==> src/rtl/tlbrl_pkg.sv <==
// ----------------------------------------------------------------------------
// tlbrl_pkg
// Shared types and constants of the recency-list translation table.
// ----------------------------------------------------------------------------
`default_nettype none

package tlbrl_pkg;

  // table geometry and field widths
  localparam int DEPTH      = 16;
  localparam int PAGE_BITS  = 20;
  localparam int PID_BITS   = 16;
  localparam int FRAME_BITS = 16;

  // position index and live-count widths
  localparam int IDX_W = (DEPTH > 1) ? $clog2(DEPTH) : 1;
  localparam int CNT_W = $clog2(DEPTH + 1);

  // capacity register width and the width used to compare it with the count
  localparam int CAP_W  = 5;
  localparam int CAPX_W = (CNT_W > CAP_W) ? CNT_W : CAP_W;

  // stream payload widths
  localparam int IN_DATA_W  = 56;
  localparam int OUT_DATA_W = 40;

  // configuration port
  localparam int CFG_ADDR_W = 3;
  localparam int CFG_DATA_W = 32;

  // register index, taken from paddr bit 2
  localparam logic REG_CAPACITY = 1'b0;
  localparam logic REG_LRU      = 1'b1;

  // operation codes of the mode field
  localparam logic OP_LOOKUP = 1'b0;
  localparam logic OP_INSERT = 1'b1;

  // one stored translation
  typedef struct packed {
    logic [FRAME_BITS-1:0] frame;
    logic [PID_BITS-1:0]   pid;
    logic [PAGE_BITS-1:0]  page;
  } entry_t;

  // controller to datapath commands
  typedef struct packed {
    logic load;
    logic cmp;
    logic upd;
  } cmd_t;

  // datapath to controller status
  typedef struct packed {
    logic out_hold;
  } sts_t;

  // controller states
  typedef enum logic [2:0] {
    ST_IDLE = 3'b001,
    ST_CMP  = 3'b010,
    ST_UPD  = 3'b100
  } state_t;

endpackage

`default_nettype wire

==> src/rtl/tlbrl_ctrl.sv <==
// ----------------------------------------------------------------------------
// tlbrl_ctrl
// Sequencer: capture one item, compare against all entries, then update.
// ----------------------------------------------------------------------------
`default_nettype none

module tlbrl_ctrl (
  input  wire                 clk,
  input  wire                 rst_n,
  input  wire                 in_tvalid,
  output logic                in_tready,
  input  tlbrl_pkg::sts_t     sts,
  output tlbrl_pkg::cmd_t     cmd
);

  tlbrl_pkg::state_t state_r;
  tlbrl_pkg::state_t state_nxt;

  // next state
  always_comb begin
    state_nxt = state_r;
    case (state_r)
      tlbrl_pkg::ST_IDLE: begin
        if (in_tvalid) state_nxt = tlbrl_pkg::ST_CMP;
      end
      tlbrl_pkg::ST_CMP: begin
        state_nxt = tlbrl_pkg::ST_UPD;
      end
      tlbrl_pkg::ST_UPD: begin
        if (!sts.out_hold) state_nxt = tlbrl_pkg::ST_IDLE;
      end
      default: begin
        state_nxt = tlbrl_pkg::ST_IDLE;
      end
    endcase
  end

  always_ff @(posedge clk) begin
    if (!rst_n) begin
      state_r <= tlbrl_pkg::ST_IDLE;
    end else begin
      state_r <= state_nxt;
    end
  end

  // commands
  assign in_tready = (state_r == tlbrl_pkg::ST_IDLE);
  assign cmd.load  = (state_r == tlbrl_pkg::ST_IDLE) && in_tvalid;
  assign cmd.cmp   = (state_r == tlbrl_pkg::ST_CMP);
  assign cmd.upd   = (state_r == tlbrl_pkg::ST_UPD) && !sts.out_hold;

endmodule

`default_nettype wire

==> src/rtl/tlbrl_dp.sv <==
// ----------------------------------------------------------------------------
// tlbrl_dp
// Entry list, parallel key compare, list reorder and result register.
// ----------------------------------------------------------------------------
`default_nettype none

module tlbrl_dp (
  input  wire                                clk,
  input  wire                                rst_n,
  input  tlbrl_pkg::cmd_t                    cmd,
  output tlbrl_pkg::sts_t                    sts,
  input  wire                                in_mode,
  input  wire [tlbrl_pkg::PAGE_BITS-1:0]     in_page,
  input  wire [tlbrl_pkg::PID_BITS-1:0]      in_pid,
  input  wire [tlbrl_pkg::FRAME_BITS-1:0]    in_frame,
  input  wire [tlbrl_pkg::CAP_W-1:0]         capacity,
  input  wire                                lru_on_hit,
  output logic                               out_valid,
  input  wire                                out_ready,
  output logic                               res_hit,
  output logic [tlbrl_pkg::FRAME_BITS-1:0]   res_frame,
  output logic                               res_entry_valid,
  output logic                               res_evicted,
  output logic [tlbrl_pkg::PID_BITS-1:0]     res_evicted_pid
);

  localparam int DEPTH  = tlbrl_pkg::DEPTH;
  localparam int IDX_W  = tlbrl_pkg::IDX_W;
  localparam int CNT_W  = tlbrl_pkg::CNT_W;
  localparam int CAPX_W = tlbrl_pkg::CAPX_W;

  // captured request
  logic                  req_mode_r;
  tlbrl_pkg::entry_t     req_r;

  // list storage, position 0 newest
  tlbrl_pkg::entry_t     ent_r   [DEPTH];
  tlbrl_pkg::entry_t     ent_nxt [DEPTH];
  logic [CNT_W-1:0]      count_r;
  logic [CNT_W-1:0]      count_nxt;

  // registered match vector
  logic [DEPTH-1:0]      match_r;
  logic [DEPTH-1:0]      match_nxt;

  // update-stage decode
  logic [IDX_W-1:0]      hit_idx;
  logic                  any_hit;
  logic [CAPX_W-1:0]     eff_cap;
  logic                  evict;
  logic [IDX_W-1:0]      old_idx;

  // result register
  logic                          out_valid_r;
  logic                          res_hit_r;
  logic [tlbrl_pkg::FRAME_BITS-1:0] res_frame_r;
  logic                          res_evicted_r;
  logic [tlbrl_pkg::PID_BITS-1:0]   res_evicted_pid_r;

  // request capture
  always_ff @(posedge clk) begin
    if (cmd.load) begin
      req_mode_r    <= in_mode;
      req_r.page    <= in_page;
      req_r.pid     <= in_pid;
      req_r.frame   <= in_frame;
    end
  end

  // key compare against all live entries
  always_comb begin
    for (int i = 0; i < DEPTH; i++) begin
      match_nxt[i] = (CNT_W'(i) < count_r) &&
                     (ent_r[i].page == req_r.page) &&
                     (ent_r[i].pid == req_r.pid);
    end
  end

  always_ff @(posedge clk) begin
    if (cmd.cmp) begin
      match_r <= match_nxt;
    end
  end

  // newest matching position
  always_comb begin
    hit_idx = '0;
    for (int i = DEPTH - 1; i >= 0; i--) begin
      if (match_r[i]) hit_idx = IDX_W'(i);
    end
  end
  assign any_hit = |match_r;

  // effective capacity, clamped to 1..DEPTH
  always_comb begin
    eff_cap = CAPX_W'(capacity);
    if (capacity == '0) eff_cap = CAPX_W'(1);
    if (eff_cap > CAPX_W'(DEPTH)) eff_cap = CAPX_W'(DEPTH);
  end

  // insert evicts the oldest entry when the table is at capacity
  assign evict   = (CAPX_W'(count_r) >= eff_cap) && (count_r != '0);
  assign old_idx = IDX_W'(count_r - CNT_W'(1));

  // list reorder
  always_comb begin
    for (int i = 0; i < DEPTH; i++) begin
      ent_nxt[i] = ent_r[i];
    end
    count_nxt = count_r;
    if (cmd.upd) begin
      if (req_mode_r == tlbrl_pkg::OP_INSERT) begin
        for (int i = 1; i < DEPTH; i++) begin
          ent_nxt[i] = ent_r[i-1];
        end
        ent_nxt[0] = req_r;
        count_nxt  = evict ? count_r : count_r + CNT_W'(1);
      end else if (any_hit && lru_on_hit) begin
        for (int i = 1; i < DEPTH; i++) begin
          if (IDX_W'(i) <= hit_idx) ent_nxt[i] = ent_r[i-1];
        end
        ent_nxt[0] = ent_r[hit_idx];
      end
    end
  end

  always_ff @(posedge clk) begin
    for (int i = 0; i < DEPTH; i++) begin
      ent_r[i] <= ent_nxt[i];
    end
  end

  always_ff @(posedge clk) begin
    if (!rst_n) begin
      count_r <= '0;
    end else begin
      count_r <= count_nxt;
    end
  end

  // result register, held until the transfer completes
  always_ff @(posedge clk) begin
    if (!rst_n) begin
      out_valid_r <= 1'b0;
    end else if (cmd.upd) begin
      out_valid_r <= 1'b1;
    end else if (out_ready) begin
      out_valid_r <= 1'b0;
    end
  end

  always_ff @(posedge clk) begin
    if (cmd.upd) begin
      if (req_mode_r == tlbrl_pkg::OP_INSERT) begin
        res_hit_r         <= 1'b0;
        res_frame_r       <= '0;
        res_evicted_r     <= evict;
        res_evicted_pid_r <= evict ? ent_r[old_idx].pid : '0;
      end else begin
        res_hit_r         <= any_hit;
        res_frame_r       <= any_hit ? ent_r[hit_idx].frame : '0;
        res_evicted_r     <= 1'b0;
        res_evicted_pid_r <= '0;
      end
    end
  end

  assign sts.out_hold    = out_valid_r && !out_ready;
  assign out_valid       = out_valid_r;
  assign res_hit         = res_hit_r;
  assign res_frame       = res_frame_r;
  assign res_entry_valid = res_hit_r;
  assign res_evicted     = res_evicted_r;
  assign res_evicted_pid = res_evicted_pid_r;

endmodule

`default_nettype wire

==> src/rtl/tlb_recency_list_fifo_lru_unit.sv <==
// ----------------------------------------------------------------------------
// tlb_recency_list_fifo_lru_unit
// Fully associative translation table with FIFO or LRU replacement.
// ----------------------------------------------------------------------------
// Each lookup or insert passes through these steps in order: the item is
// captured, then all entries are compared against the key at once and the
// match vector is registered, then the newest match is picked, the entry
// list is shifted and the result is loaded into the output register.
// The controller handles one item at a time and accepts no new item until
// the last one has reached the output register; a result that is not taken
// holds the update step until its transfer completes. The user must write
// capacity and the LRU bit over APB only while idle; the block does not enforce it.
`default_nettype none

module tlb_recency_list_fifo_lru_unit (
  input  wire                                 clk,
  input  wire                                 rst_n,
  // input stream
  input  wire                                 in_tvalid,
  output logic                                in_tready,
  // page_number[19:0], process_id[35:20], frame_number[51:36], zero pad
  input  wire [tlbrl_pkg::IN_DATA_W-1:0]      in_tdata,
  // mode[0]
  input  wire                                 in_tuser,
  // result stream
  output logic                                out_tvalid,
  input  wire                                 out_tready,
  // hit[0], frame_out[16:1], entry_valid[17], evicted[18],
  // evicted_pid[34:19], zero pad
  output logic [tlbrl_pkg::OUT_DATA_W-1:0]    out_tdata,
  // configuration
  input  wire                                 cfg_psel,
  input  wire                                 cfg_penable,
  input  wire                                 cfg_pwrite,
  input  wire [tlbrl_pkg::CFG_ADDR_W-1:0]     cfg_paddr,
  input  wire [tlbrl_pkg::CFG_DATA_W-1:0]     cfg_pwdata,
  output logic [tlbrl_pkg::CFG_DATA_W-1:0]    cfg_prdata,
  output logic                                cfg_pready
);

  tlbrl_pkg::cmd_t                 cmd;
  tlbrl_pkg::sts_t                 sts;
  logic [tlbrl_pkg::CAP_W-1:0]     capacity_r;
  logic                            lru_r;
  logic                            cfg_wr;
  logic                            res_hit;
  logic [tlbrl_pkg::FRAME_BITS-1:0] res_frame;
  logic                            res_entry_valid;
  logic                            res_evicted;
  logic [tlbrl_pkg::PID_BITS-1:0]  res_evicted_pid;

  // configuration registers
  assign cfg_pready = 1'b1;
  assign cfg_wr     = cfg_psel && cfg_penable && cfg_pwrite && cfg_pready;

  always_ff @(posedge clk) begin
    if (!rst_n) begin
      capacity_r <= tlbrl_pkg::CAP_W'(16);
      lru_r      <= 1'b1;
    end else if (cfg_wr) begin
      if (cfg_paddr[2] == tlbrl_pkg::REG_CAPACITY) begin
        capacity_r <= cfg_pwdata[tlbrl_pkg::CAP_W-1:0];
      end else begin
        lru_r <= cfg_pwdata[0];
      end
    end
  end

  // register readback
  always_comb begin
    case (cfg_paddr[2])
      tlbrl_pkg::REG_CAPACITY: cfg_prdata = tlbrl_pkg::CFG_DATA_W'(capacity_r);
      tlbrl_pkg::REG_LRU:      cfg_prdata = tlbrl_pkg::CFG_DATA_W'(lru_r);
      default:                 cfg_prdata = '0;
    endcase
  end

  // controller
  tlbrl_ctrl u_ctrl (
    .clk       (clk),
    .rst_n     (rst_n),
    .in_tvalid (in_tvalid),
    .in_tready (in_tready),
    .sts       (sts),
    .cmd       (cmd)
  );

  // datapath
  tlbrl_dp u_dp (
    .clk             (clk),
    .rst_n           (rst_n),
    .cmd             (cmd),
    .sts             (sts),
    .in_mode         (in_tuser),
    .in_page         (in_tdata[19:0]),
    .in_pid          (in_tdata[35:20]),
    .in_frame        (in_tdata[51:36]),
    .capacity        (capacity_r),
    .lru_on_hit      (lru_r),
    .out_valid       (out_tvalid),
    .out_ready       (out_tready),
    .res_hit         (res_hit),
    .res_frame       (res_frame),
    .res_entry_valid (res_entry_valid),
    .res_evicted     (res_evicted),
    .res_evicted_pid (res_evicted_pid)
  );

  // result packing
  assign out_tdata = {5'b0, res_evicted_pid, res_evicted, res_entry_valid,
                      res_frame, res_hit};

endmodule

`default_nettype wire

==> config.mk <==
export PLATFORM = sky130hd
export DESIGN_NAME = tlb_recency_list_fifo_lru_unit
export DESIGN_NICKNAME = d
export VERILOG_FILES = /design/src/rtl/tlbrl_pkg.sv /design/src/rtl/tlbrl_ctrl.sv /design/src/rtl/tlbrl_dp.sv /design/src/rtl/tlb_recency_list_fifo_lru_unit.sv
export SDC_FILE = /design/constraint.sdc
export NUM_CORES = 2
export LEC_CHECK = 0
export ABC_AREA = 1
export BUFFER_PORTS_ARGS = -buffer_cell sky130_fd_sc_hd__buf_2
export CORE_MARGIN = 3
export CORE_UTILIZATION = 40
export CTS_CLUSTER_DIAMETER = 50
export DETAILED_ROUTE_END_ITERATION = 16
export PLACE_DENSITY = 0.66
export REMOVE_ABC_BUFFERS = 1
export SYNTH_ARGS = -nofsm -noshare
export SYNTH_HDL_FRONTEND = slang
export SYNTH_HIERARCHICAL = 1
export SYNTH_SLANG_ARGS = --single-unit
==> constraint.sdc <==
create_clock -name clk -period 13.59 [get_ports clk]
set_clock_uncertainty 0.15 [all_clocks]
set_input_delay 0.6795 -clock clk [delete_from_list [all_inputs] [get_ports clk]]
set_output_delay 0.6795 -clock clk [all_outputs]
set_load 0.1 [all_outputs]
; Word level (Yosys, flattened, before mapping)
; Memories as Yosys holds them, arrays and structs flattened. A register that Yosys moved wholly into a read port is not among the register bits.
; Index checks and enable logic that the tools add are counted.
[word_totals]
inputBits = 99
register_bits = 102
word_cells = 183
memories = 1
ramBits = 832
[mem_list]
columns = name, words, word_bits, rd, rd_clocked_by_memory_dff, write_ports, line
row1 = u_dp.ent_r, 16, 52, 18, 1, 16, tlbrl_dp.sv:37  ; tlbrl_pkg::entry_t ent_r [DEPTH];
[classes]
n_addsub = 2
bitwise_logic = 3
magnitude_cmp = 33
n_reduce_logical = 52
n_mux = 42
eq_ne = 37
[ops]
columns = operator, n
row1 = $mux 832, 3
row2 = $mux 52, 15
row3 = $eq 20x20->1, 16
row4 = $eq 16x16->1, 16
row5 = $mux 4, 16
row6 = $pmux 32 s2, 1
row7 = $lt 4x5->1 const A, 8
row8 = $logic_and 1x1->1, 39
row9 = $le 4x4->1 const A, 8
row10 = $lt 3x5->1 const A, 4
row11 = $le 3x4->1 const A, 4
row12 = $reduce_or 16->1, 1
row13 = $lt 1x5->1 const A, 2
row14 = $lt 2x5->1 const A, 2
row15 = $mux 5, 2
row16 = $pmux 3 s3, 1
row17 = $le 2x4->1 const A, 2
row18 = $reduce_and 2->1, 4
row19 = $mux 3, 2
row20 = $add 5x1->5 const B, 1
row21 = $ge 5x5->1, 1
row22 = $gt 5x5->1 const B, 1
row23 = $logic_not 5->1, 1
row24 = $reduce_bool 5->1, 1
row25 = 12 further kinds, 18

; Logic depth before layout (Yosys ltp)
[depth]
word_depth = 21
depth_mapped = 25
mapped_depth_nobuf = 23

; By module
; Netlist, hierarchy kept.
[by_module_without_submodules]
columns = module, n_inst, cells_each, seq_area_each_um2, area_each_um2
row1 = tlbrl_dp, 1, 4604, 28197.0, 46936.3
row2 = tlb_recency_list_fifo_lru_unit, 1, 88, 120.1, 603.1
row3 = tlbrl_ctrl, 1, 24, 60.1, 160.2

; Worst setup path before layout
; No wires, ideal clock.
[synth_timing]
kind = reg-to-reg
startpoint = reg, netlist name u_dp/out_valid
endpoint = mem u_dp/ent_r[5][0] (netlist bit), enable pin
setup_time_ns = 0.493
arrival_time_ns = 11.423
synth_period_minus_slack_ns = 12.066
n_path_buf = 0
setup_slack_ns = 1.524
path_stages_with_launch = 10
required_time_ns = 12.947
path_cell_list = dfxtp_1 -> inv_1 -> nor2_1 -> nor4_1 -> inv_1 -> nor2_1 -> inv_1 -> a21oi_1 -> inv_1 -> a31oi_1
[synth_lines]
columns = item, line
row1 = to (decl), tlbrl_dp.sv:37

==> summary.txt <==
Setup path
  • Crit Reg-Reg Endpoint: u_dp/ent_r[0][27]
  • Crit path largest cell delay: approximately 0.89 ns
  • Crit path DAT: around 6.0 ns
  • Reg-to-reg critical path startpoint: u_dp/match_r[14]
  • Crit path kind: reg -> reg
  • Crit path launch: u_dp/match_r[14]
  • Worst Setup EP: u_dp/ent_r[0][27]
  • Reg2reg setup slack: between 7 and 8 ns
  • Max FO, Critical Path: 75
  • Critical Path Sink Type: flop
  • Register-to-Register Path Depth: 26
  • Worst EP required: 13.94 ns
  • Most used cell, CP: nand2_1
  • Crit path launch type: flop
  • Crit path max-delay cell type: buf_4

Clock network
  • Total CTS buffers: 114
  • Clock Latency Late Sink: 0.72 ns
  • Clk sinks: 950
  • Post-CTS Setup Repair Bufs: 0
  • CTS tree: done
  • Clock transition at the registers of the reported paths: approximately 0.060 ns
  • CTS resizes: 0
  • Root Buffer Master: clkbuf_16
  • Clock Path Buffers: 3
  • H-tree depth: 3
  • Hold-fix buffers at CTS: 52

Yosys
  • Post-synth EDFFs: just over 900
  • Most frequent cell after synthesis: edfxtp_1
  • Post-Syn Area: between 40000 and 50000 sq um
  • Share of the yosys chip area belonging to registers: between 50 and 60%
  • Cell variety after synth: 51
  • Synth top area cells: edfxtp_1 59%, nand2_1 7.2%, nand3_1 5.1%
  • Yosys reg bits: 950
  • Top-area cell type share of the netlist area: between 50% and 60%
  • Post-Syn Instances: ~4.7k
  • Asr flop ratio synth: 0%
  • Yosys top cell by area: edfxtp_1
  • Mean post-synth cell area: approximately 10 sq um
  • Main flop type after synthesis: edfxtp_1
  • Most frequent cells after synthesis: 935 x edfxtp_1, 912 x nand2_1, 490 x nand3_1, 324 x nor2_1, 316 x inv_1
  • Ys Warns: 6

Floorplanning
  • Die area: between 100000 and 150000 sq um
  • Num ports: about 170
  • Core ar.: 118000 sq um
  • Chip Height: 351 um
  • Starting Density: 40.3%
  • Chip width: around 350 um
  • Row count: around 130

Placed design
  • GPL Wtd Cong: roughly 1.0
  • IO buf count: 107
  • Dpl hpwl: roughly 130000 um

Cells and area
  • Area taken by flip-flops and latches: about 28000 sq um
  • Area delta synth->final: 13.1%
  • Filler cell count: about 11k
  • Diode count: 0
  • Nets: just under 5k
  • Share of layout cells above drive strength 1: about 9%
  • Final core occ: roughly 46%
  • Footprint of the multi-input gates: about 17000 sq um

Global route
  • Largest net degree at the start of global routing: 137
  • M1 GR Usage: about two fifths
  • Busiest grt layer: met2
  • First-pass GRT wire length: approximately 270000 um
  • Vias in the first global route: 36.5k
  • Total Routing Usage GR: 30.4%
  • Grt total ovfl: 0
  • Global routing usage on met2: between 40 and 50%
  • Initial antenna violation count: 4
  • Met3 Use GR: 8.72%

Pwr
  • Power density over the cells: around 130 nW/um^2
  • Peak supply drop: between 100 and 150 uV
  • Total power draw: between 0.006 and 0.007 W
  • Leak: 19.4 nW

Timing
  • Final hold violation count: 0
  • Slew @ Worst Pin: between 1 and 1.5 ns
  • Slew Limit Fails: 0
  • Slew headroom: about 22%
  • F_max: around 180 MHz
  • Post-route setup TNS: 0 ns
  • Min Clock Period, post-route: roughly 5.7 ns
  • RSZ-0062 raised after global routing: no
  • Period utilisation layout: 41.9%
  • Endpoints failing setup: 0
  • Worst hold slack: around 0.030 ns

Routing
  • Pre-antenna DRT Iters: 6
  • Via-per-instance ratio: about 6.2
  • DRC: 0
  • Drt wl/cell: between 30 and 40 um
  • Post-DRT Antenna Nets: 0
  • WL final: between 150000 and 200000 um
  • DRT iter0 DRCs: just under 7k
  • Via count: between 30k and 40k

Job
  • Max Cap Viol: 0

Min path
  • Hold path start: in_tdata[35]
  • Worst Hold Class: in -> reg

Outcome
  • Status: complete, no violations
[power by group]
part	switching [W]	total (W)	internal, W
clock network	0.00131	0.00309	0.00178
logic	0.000395	0.000527	0.000132
registers	0.0000117	0.00321	0.00320
total	0.00171	0.00683	0.00512
[cell families (layout without fill, tap and decap cells)]
logic type | Yosys count | in the layout | share of synthesized area (%)
buffers and inverters | 685 | 803 | 6.05
flip-flops | 950 | 950 | 59.5
other | 2 | 33 | 0.0157
adder cells (fa/ha/maj) | 8 | 8 | 0.210
XOR/XNOR | 350 | 350 | 6.43
AO/OA/AOI/OAI | 625 | 625 | 7.79
AND/OR/NAND/NOR | 2096 | 2096 | 20.0
[through the flow]
step	area (sq um)	worst slack (ns)	instances
finish	54000	7.90	6401
global route	54000	7.74	6401
CTS	54000	8.09	6401
detailed placement	49700	8.12	6136
global placement	49700	8.13	6136
floorplan	46200	1.00	4392
[state kept, by name, summed over array words and instances (netlist names)]
signal                count
u_dp/res_frame           16
capacity_r                5
u_dp/count_r              5
u_dp/res_entry_valid      1
u_dp/ent_r              832
u_dp/req_r               52
lru_r                     1
u_dp/res_evicted_pid     16
u_ctrl/state_r            3
u_dp/req_mode_r           1
u_dp/res_evicted          1
u_dp/match_r             16
u_dp/out_valid            1
[routing by layer]
layer / wire length (um) / share of wire (%) / vias to the layer above
met5: 21 / 0.011 / -
met4: 12600 / 6.6 / 4
met3: 28100 / 15 / 565
met2: 81100 / 42 / 3266
met1: 70400 / 37 / 18800
li1: - / - / 16700
[critical path, delay by kind of cell, from the launching register on]
family / cells / cell delay [ns]
and+or+nand+nor: 22 / 2.61
buffers and inverters: 4 / 2.23
DFF: 1 / 0.38
[final cells by class]
| cell class | instances | area share [%] |
|---|---|---|
| Inverter | 330 | 2.31 |
| Clock inverter | 72 | 1.37 |
| Sequential cell | 950 | 52.6 |
| Tap cell | 1536 | 3.56 |
| Clock buffer | 141 | 5.61 |
| Multi-Input combinational cell | 3112 | 31.1 |
| Timing Repair Buffer | 260 | 3.43 |
[cells in the final DEF (no fill, tap or decap), drive strengths merged, types with 6 or more instances in the layout]
master,n
o221ai,37
inv,336
nor4,55
nand4,197
a22o,16
dlygate4sd3,52
clkinv,49
o22ai,115
nor3,12
a21oi,100
bufinv,10
a221oi,22
or4,9
o21ai,286
a211oi,19
clkbuf,141
conb,33
xnor2,276
dfxtp,15
a31oi,6
buf,208
nand3b,68
nor2,329
nand2,914
nand3,491
clkinvlp,7
nor4b,11
ha,8
xor2,74
edfxtp,935
o211ai,8
[how the worst min path moves through the flow]
stage / end / slack [ns] / depth (start not counted)
floorplan: u_dp/ent_r[12][12] / 0.28 / 0
global placement: u_dp/ent_r[10][47] / 0.28 / 0
detailed placement: u_dp/ent_r[10][42] / 0.28 / 0
CTS: u_dp/req_r[35] / 0.002 / 1
global route: u_dp/req_r[35] / 0.02 / 1
finish: u_dp/req_r[35] / 0.03 / 1
No activity file was read; power rests on OpenSTA's default activity.
